--- src/rtl/core/pfc_pkg.sv ---
// Package for the pixel format converter: format codes, register indexes and helpers.
`timescale 1ns / 1ps

package pfc_pkg;

   localparam int FmtWidth   = 3;
   localparam int PixWidth   = 32;
   localparam int BytesWidth = 3;
   localparam int CsrIdxWidth = 1;
   localparam int SumWidth   = 10;
   localparam int DivMulWidth = 11;
   localparam int DivShift   = 11;
   localparam logic [DivMulWidth-1:0] DivThreeMul = 11'd683;

   typedef enum logic [FmtWidth-1:0] {
      FMT_RGBA   = 3'd0,
      FMT_ARGB   = 3'd1,
      FMT_RGB    = 3'd2,
      FMT_RGB555 = 3'd3,
      FMT_RGB565 = 3'd4,
      FMT_LUM    = 3'd5,
      FMT_ALPHA  = 3'd6
   } fmt_type;

   typedef enum logic [CsrIdxWidth-1:0] {
      CSR_SOURCE_FORMAT = 1'd0,
      CSR_DEST_FORMAT   = 1'd1
   } csr_idx_type;

   localparam logic [FmtWidth-1:0] SourceFormatReset = 3'd2;
   localparam logic [FmtWidth-1:0] DestFormatReset   = 3'd0;

   function automatic logic [BytesWidth-1:0] fmt_size(input logic [FmtWidth-1:0] f);
      logic [BytesWidth-1:0] n;
      case (fmt_type'(f))
         FMT_RGBA, FMT_ARGB:     n = 3'd4;
         FMT_RGB:                n = 3'd3;
         FMT_RGB555, FMT_RGB565: n = 3'd2;
         FMT_LUM, FMT_ALPHA:     n = 3'd1;
         default:                n = 3'd0;
      endcase
      return n;
   endfunction

   function automatic logic [PixWidth-1:0] byte_mask(input logic [BytesWidth-1:0] n);
      logic [PixWidth-1:0] m;
      case (n)
         3'd0:    m = 32'h0000_0000;
         3'd1:    m = 32'h0000_00ff;
         3'd2:    m = 32'h0000_ffff;
         3'd3:    m = 32'h00ff_ffff;
         default: m = 32'hffff_ffff;
      endcase
      return m;
   endfunction

endpackage

--- src/rtl/core/pixel_format_converter_top.sv ---
// Pixel format converter: three-stage pipeline from source format to destination format.
`timescale 1ns / 1ps
//
// Usage:
//   req_* carries one source pixel per transaction (req_valid, req_stall,
//   req_pixel_in). rsp_* returns one converted pixel per transaction
//   (rsp_valid, rsp_stall, rsp_pixel_out, rsp_out_bytes).
//   csr_* writes source_format (index 0) and dest_format (index 1); write
//   only while the pipeline is empty.
// Path: an accepted pixel moves through s1_ff, s2_ff and out_ff in that order,
//   and rsp_valid rises once it sits in out_ff.
// Throughput: 1 pixel per cycle while rsp_stall is low; the multiply-by-reciprocal
//   divide for luminance and the unpack/pack muxes each take one stage.
// Reset: synchronous, active high; empties the pipeline and loads
//   source_format = RGB, dest_format = RGBA.
// Stall: each stage holds when it is full and the one after it holds, so
//   bubbles are squeezed out; req_stall rises only when all three stages
//   are full and rsp_stall is high. A stalled response holds its payload.
//
module pixel_format_converter_top (
   input  logic        clock,
   input  logic        reset,
   input  logic        req_valid,
   output logic        req_stall,
   input  logic [31:0] req_pixel_in,
   output logic        rsp_valid,
   input  logic        rsp_stall,
   output logic [31:0] rsp_pixel_out,
   output logic [2:0]  rsp_out_bytes,
   input  logic        csr_wr_en,
   input  logic [pfc_pkg::CsrIdxWidth-1:0] csr_addr,
   input  logic [2:0]  csr_wdata
);

   typedef struct packed {
      logic [7:0]  r;
      logic [7:0]  g;
      logic [7:0]  b;
      logic [7:0]  a;
      logic        pass;
      logic [31:0] pass_pix;
   } s1_type;

   typedef struct packed {
      logic [31:0]                  packed_pix;
      logic [pfc_pkg::SumWidth-1:0] sum;
      logic                         is_lum;
   } s2_type;

   logic [2:0] src_ff, src_in;
   logic [2:0] dst_ff, dst_in;

   logic   v1_ff, v1_in, v2_ff, v2_in, v3_ff, v3_in;
   logic   en1, en2, en3;
   s1_type s1_ff, s1_in;
   s2_type s2_ff, s2_in;
   logic [31:0] out_ff, out_in;
   logic [2:0]  bytes_ff, bytes_in;

   logic [pfc_pkg::SumWidth+pfc_pkg::DivMulWidth-1:0] prod;
   logic [2:0]  dst_n;
   logic [31:0] dst_mask;

   assign dst_n    = pfc_pkg::fmt_size(dst_ff);
   assign dst_mask = pfc_pkg::byte_mask(dst_n);

   assign en3 = !v3_ff || !rsp_stall;
   assign en2 = !v2_ff || en3;
   assign en1 = !v1_ff || en2;
   assign req_stall = !en1;

   always_comb begin
      src_in = src_ff;
      dst_in = dst_ff;
      if (csr_wr_en) begin
         case (pfc_pkg::csr_idx_type'(csr_addr))
            pfc_pkg::CSR_SOURCE_FORMAT: src_in = csr_wdata;
            pfc_pkg::CSR_DEST_FORMAT:   dst_in = csr_wdata;
            default: ;
         endcase
      end
   end

   // stage 1: unpack to channels
   always_comb begin
      logic [15:0] w;
      w = req_pixel_in[15:0];
      s1_in = '0;
      s1_in.pass     = (src_ff == dst_ff);
      s1_in.pass_pix = req_pixel_in & dst_mask;
      case (pfc_pkg::fmt_type'(src_ff))
         pfc_pkg::FMT_RGBA: begin
            s1_in.r = req_pixel_in[7:0];
            s1_in.g = req_pixel_in[15:8];
            s1_in.b = req_pixel_in[23:16];
            s1_in.a = req_pixel_in[31:24];
         end
         pfc_pkg::FMT_ARGB: begin
            s1_in.g = req_pixel_in[7:0];
            s1_in.b = req_pixel_in[15:8];
            s1_in.a = req_pixel_in[23:16];
            s1_in.r = req_pixel_in[31:24];
         end
         pfc_pkg::FMT_RGB: begin
            s1_in.r = req_pixel_in[7:0];
            s1_in.g = req_pixel_in[15:8];
            s1_in.b = req_pixel_in[23:16];
            s1_in.a = 8'hff;
         end
         pfc_pkg::FMT_RGB555: begin
            s1_in.r = {w[14:10], 3'b000};
            s1_in.g = {w[9:5], 3'b000};
            s1_in.b = {w[4:0], 3'b000};
            s1_in.a = 8'hff;
         end
         pfc_pkg::FMT_RGB565: begin
            s1_in.r = {w[15:11], 3'b000};
            s1_in.g = {w[10:5], 2'b00};
            s1_in.b = {w[4:0], 3'b000};
            s1_in.a = 8'hff;
         end
         pfc_pkg::FMT_LUM: begin
            s1_in.r = req_pixel_in[7:0];
            s1_in.g = req_pixel_in[7:0];
            s1_in.b = req_pixel_in[7:0];
            s1_in.a = 8'hff;
         end
         pfc_pkg::FMT_ALPHA: begin
            s1_in.a = req_pixel_in[7:0];
         end
         default: ;
      endcase
   end

   // stage 2: pack, channel sum for luminance
   always_comb begin
      logic [31:0] pk;
      pk = '0;
      case (pfc_pkg::fmt_type'(dst_ff))
         pfc_pkg::FMT_RGBA:   pk = {s1_ff.a, s1_ff.b, s1_ff.g, s1_ff.r};
         pfc_pkg::FMT_ARGB:   pk = {s1_ff.r, s1_ff.a, s1_ff.b, s1_ff.g};
         pfc_pkg::FMT_RGB:    pk = {8'h00, s1_ff.b, s1_ff.g, s1_ff.r};
         pfc_pkg::FMT_RGB555: pk = {17'd0, s1_ff.r[7:3], s1_ff.g[7:3], s1_ff.b[7:3]};
         pfc_pkg::FMT_RGB565: pk = {16'd0, s1_ff.r[7:3], s1_ff.g[7:2], s1_ff.b[7:3]};
         pfc_pkg::FMT_ALPHA:  pk = {24'd0, s1_ff.a};
         default:             pk = '0;
      endcase
      s2_in.packed_pix = s1_ff.pass ? s1_ff.pass_pix : pk;
      s2_in.sum    = {2'b00, s1_ff.r} + {2'b00, s1_ff.g} + {2'b00, s1_ff.b};
      s2_in.is_lum = !s1_ff.pass && (dst_ff == pfc_pkg::FMT_LUM);
   end

   // stage 3: divide by three through reciprocal, final select
   assign prod = {{pfc_pkg::DivMulWidth{1'b0}}, s2_ff.sum} *
                 {{pfc_pkg::SumWidth{1'b0}}, pfc_pkg::DivThreeMul};

   always_comb begin
      out_in   = s2_ff.is_lum ? {24'd0, prod[pfc_pkg::DivShift +: 8]} : s2_ff.packed_pix;
      bytes_in = dst_n;
   end

   always_comb begin
      v1_in = en1 ? req_valid : v1_ff;
      v2_in = en2 ? v1_ff : v2_ff;
      v3_in = en3 ? v2_ff : v3_ff;
   end

   always_ff @(posedge clock) begin
      if (reset) begin
         src_ff <= pfc_pkg::SourceFormatReset;
         dst_ff <= pfc_pkg::DestFormatReset;
         v1_ff  <= 1'b0;
         v2_ff  <= 1'b0;
         v3_ff  <= 1'b0;
      end else begin
         src_ff <= src_in;
         dst_ff <= dst_in;
         v1_ff  <= v1_in;
         v2_ff  <= v2_in;
         v3_ff  <= v3_in;
      end
   end

   always_ff @(posedge clock) begin
      if (en1) s1_ff <= s1_in;
      if (en2) s2_ff <= s2_in;
      if (en3) begin
         out_ff   <= out_in;
         bytes_ff <= bytes_in;
      end
   end

   assign rsp_valid     = v3_ff;
   assign rsp_pixel_out = out_ff;
   assign rsp_out_bytes = bytes_ff;

endmodule

--- config.mk ---
export PLATFORM = sky130hd
export DESIGN_NAME = pixel_format_converter_top
export DESIGN_NICKNAME = d
export VERILOG_FILES = /design/src/rtl/core/pfc_pkg.sv /design/src/rtl/core/pixel_format_converter_top.sv
export SDC_FILE = /design/constraint.sdc
export NUM_CORES = 1
export LEC_CHECK = 0
export ABC_AREA = 1
export CAP_MARGIN = 20
export CORE_AREA = 3 3 149 151
export DETAILED_ROUTE_END_ITERATION = 16
export DIE_AREA = 0 0 152 154
export DONT_BUFFER_PORTS = 1
export PLACE_DENSITY = 0.62
export SLEW_MARGIN = 40
export SYNTH_ARGS = -nofsm -noshare
export SYNTH_HDL_FRONTEND = slang
export SYNTH_SLANG_ARGS = --single-unit
--- constraint.sdc ---
create_clock -name clock -period 10.6 [get_ports clock]
set_input_delay 0.53 -clock clock [delete_from_list [all_inputs] [get_ports clock]]
set_output_delay 0.53 -clock clock [all_outputs]
set_load 0.01 [all_outputs]
==> impl_results.md <==
* Status: finished, final reports clean
* Dominant cell by count in the synthesized netlist: sky130_fd_sc_hd__nand2_1
* Deepest level of the CTS H-tree at 4
* Resized Gates After CTS at 0
* Worst r2r path cells at 17
* Actual slew at the worst max-slew pin at 778 ps
* Post-DRT Antenna Nets at 0
* Crit path capture type: register
* Final cell utilization of the core at 0.488
* Number of nets in the layout at 1,125
* Worst clock skew at 10.3 ps
* Post-synth top area share at 0.458
* DIE AREA at 0.0234 mm^2
* Core Region at 0.0210 mm^2
* Period utilisation layout at 0.390
* Clock sink count at between 150 and 200
* Critical path class: register to register
* Die Y at around 150 um
* Number of diodes at 0
* Vias at slightly below 7,000
* Via count normalized by instance count at around 5.3
* Number of global-route vias before repair at 6,566
* Placer's final routability congestion estimate at roughly 0.93
* Row Count at 53
* Number of buffers on the longest clock path at 2
* Ports placed on the boundary at 78
* Cell count after synthesis at 986
* Average detailed-routed wire length per instance at between 15 and 20 um
* Proportion of synthesized flip-flops having asynchronous set or reset at 0
* Layout overhead on the synthesized area at 9.24%
* Number of violations reported at the end of detailed-routing iteration 0 at approximately 530
* Post-detailed-placement half-perimeter wirelength at ~17,000 um
* Clock tree from TritonCTS: built
* Critical path data arrival time at 4320 ps
* Post-Synthesis Mean Instance Area at around 9.5 um^2
* Worst slew margin at 0.480
* Hold Crit Depth at 1
* Min cycle time layout at a little over 4000 ps
* Number of distinct library cells after synthesis at 51
* Number of antenna violations at the first check in global routing at 0
* Count of maximum capacitance violations at 0
* Unrepaired setup endpoints after global routing: false
* Proportion of synthesized chip area in sequential cells at 0.478
* Largest area contributor in the netlist: sky130_fd_sc_hd__edfxtp_1
* Die W at approximately 150 um
* Maximum number of pins on one net before global-route repair at 66
* Maximum clock rate at approximately 240 MHz
* Top cells by area in the synthesized netlist: sky130_fd_sc_hd__edfxtp_1, sky130_fd_sc_hd__nand2_1, sky130_fd_sc_hd__ha_1
* Detailed-route DRC error count at 0
* Clock-pin transition on the worst setup and hold timing paths at around 60 ps
* Setup TNS at 0 ps
* Most frequent cells after synthesis: sky130_fd_sc_hd__nand2_1, sky130_fd_sc_hd__inv_1, sky130_fd_sc_hd__edfxtp_1
* Setup fix buffers added after clock tree synthesis at 0
* Final-report setup violation count at 0
* EDFF count, synth at 143
* Final Hold Viols at 0
* Critical Path Fanout Max at 4
* Most used DFF post-synth: sky130_fd_sc_hd__edfxtp_1
* Hold-fix buffers, CTS at 0
* Detailed Routing Iterations Pass 1 at 7
* Cell area after synthesis at around 0.0094 mm^2
* Clk Latency, worst-skew pair at 420 ps
* Startpoint class of the critical path: register
* First-pass GRT wire length at roughly 36,000 um
* Total congestion overflow after global routing at 0
* Final Slew Violations at 0
* Synth Register Bits at approximately 150
* Global router's overall resource usage at 0.194
* Worst min-delay path category: input port to register
* Sum of routed wire length over all layers at 22,500 um
* Count of yosys warnings during synthesis at 0
* Fraction of final layout cells with drive strength greater than 1 at 0.0659
* Endpoint required time on the critical path at between 10,000 and 15,000 ps
* Fillers at between 1,500 and 2,000
* TritonCTS buffer count at 17
* Initial core utilization at 0.447
* Syn Nets at about 1,100
* Clock tree root buffer cell: sky130_fd_sc_hd__clkbuf_16
* IO buf count at 0
flip-flops by register name (all words and copies together) (netlist names):
register       cells
v1_ff              1
s1_ff             65
dst_ff             3
s2_ff             43
rsp_valid          1
rsp_out_bytes      3
src_ff             3
v2_ff              1
rsp_pixel_out     32
cells in the final DEF, fill, tap and decap left out, types with 17 or more instances in the layout:
cell type and instances:
sky130_fd_sc_hd__o2111ai_1 17, sky130_fd_sc_hd__clkbuf_16 17, sky130_fd_sc_hd__nor2_1 78, sky130_fd_sc_hd__a21oi_1 30
sky130_fd_sc_hd__nand2_1 265, sky130_fd_sc_hd__o21ai_0 28, sky130_fd_sc_hd__inv_1 164, sky130_fd_sc_hd__nand3_1 34
sky130_fd_sc_hd__edfxtp_1 143, sky130_fd_sc_hd__fa_1 30, sky130_fd_sc_hd__ha_1 65
metal layers:
metal | GRT usage | routed length (um) | up-vias | share of wire
met5 | 0 | 0 | - | 0
met4 | 0.0505 | 406 | 0 | 0.018
met3 | 0.0611 | 2110 | 42 | 0.094
met2 | 0.278 | 9330 | 324 | 0.42
met1 | 0.284 | 10600 | 3139 | 0.47
li1 | - | - | 3291 | -
critical path, stage by stage, from the launching register on:
cell                       delay, ps
sky130_fd_sc_hd__edfxtp_1        480
sky130_fd_sc_hd__ha_1            350
sky130_fd_sc_hd__ha_1            270
sky130_fd_sc_hd__inv_1            50
sky130_fd_sc_hd__fa_1            530
sky130_fd_sc_hd__inv_1            50
sky130_fd_sc_hd__fa_1            490
sky130_fd_sc_hd__inv_1            50
sky130_fd_sc_hd__fa_1            500
sky130_fd_sc_hd__inv_1            40
sky130_fd_sc_hd__ha_1            300
sky130_fd_sc_hd__nand2_1         120
sky130_fd_sc_hd__o21a_1          220
sky130_fd_sc_hd__o21a_1          190
sky130_fd_sc_hd__nand2_1          70
sky130_fd_sc_hd__nand2_1          50
sky130_fd_sc_hd__nand3_1          70
sky130_fd_sc_hd__nand2_1          50
kinds of logic after synthesis:
logic type,after synthesis,share of synthesized area
simple gates,403,0.180
flops,152,0.478
fa+ha+maj,95,0.151
buf+inv,195,0.0834
compound gates,130,0.0978
xor+xnor,11,0.0103
path summary, 6_finish.rpt:
path / start / to / slack [ps]
worst max-delay path: s2_ff[6] / rsp_pixel_out[3] / 6460
worst min-delay path: reset / dst_ff[1] / 170
worst max register to register: s2_ff[6] / rsp_pixel_out[3] / 6460
worst min register to register: v1_ff / v2_ff / 450
cell type report:
cell class,instances,area [um^2],area share
Clock buffer,19,433,0.0423
Clock inverter,12,153,0.0149
Inverter,173,659,0.0644
Multi-Input combinational cell,639,4110,0.402
Sequential cell,152,4470,0.437
Tap cell,275,344,0.0336
Timing Repair Buffer,6,57.6,0.00562
per-stage QoR:
stage          cell area [um^2]  instances  hold slack, ps  setup slack, ps
3_3_place_gp               9630       1244             435             6500
6_report                  10200       1276             169             6460
4_1_cts                   10200       1275             149             6440
3_5_place_dp               9630       1244             442             6450
2_1_floorplan              9370        986             436             6250
5_1_grt                   10200       1276             155             6160
Power is not shown: default switching activity piles up to over one toggle a cycle in this logic, so the estimate is an artifact.
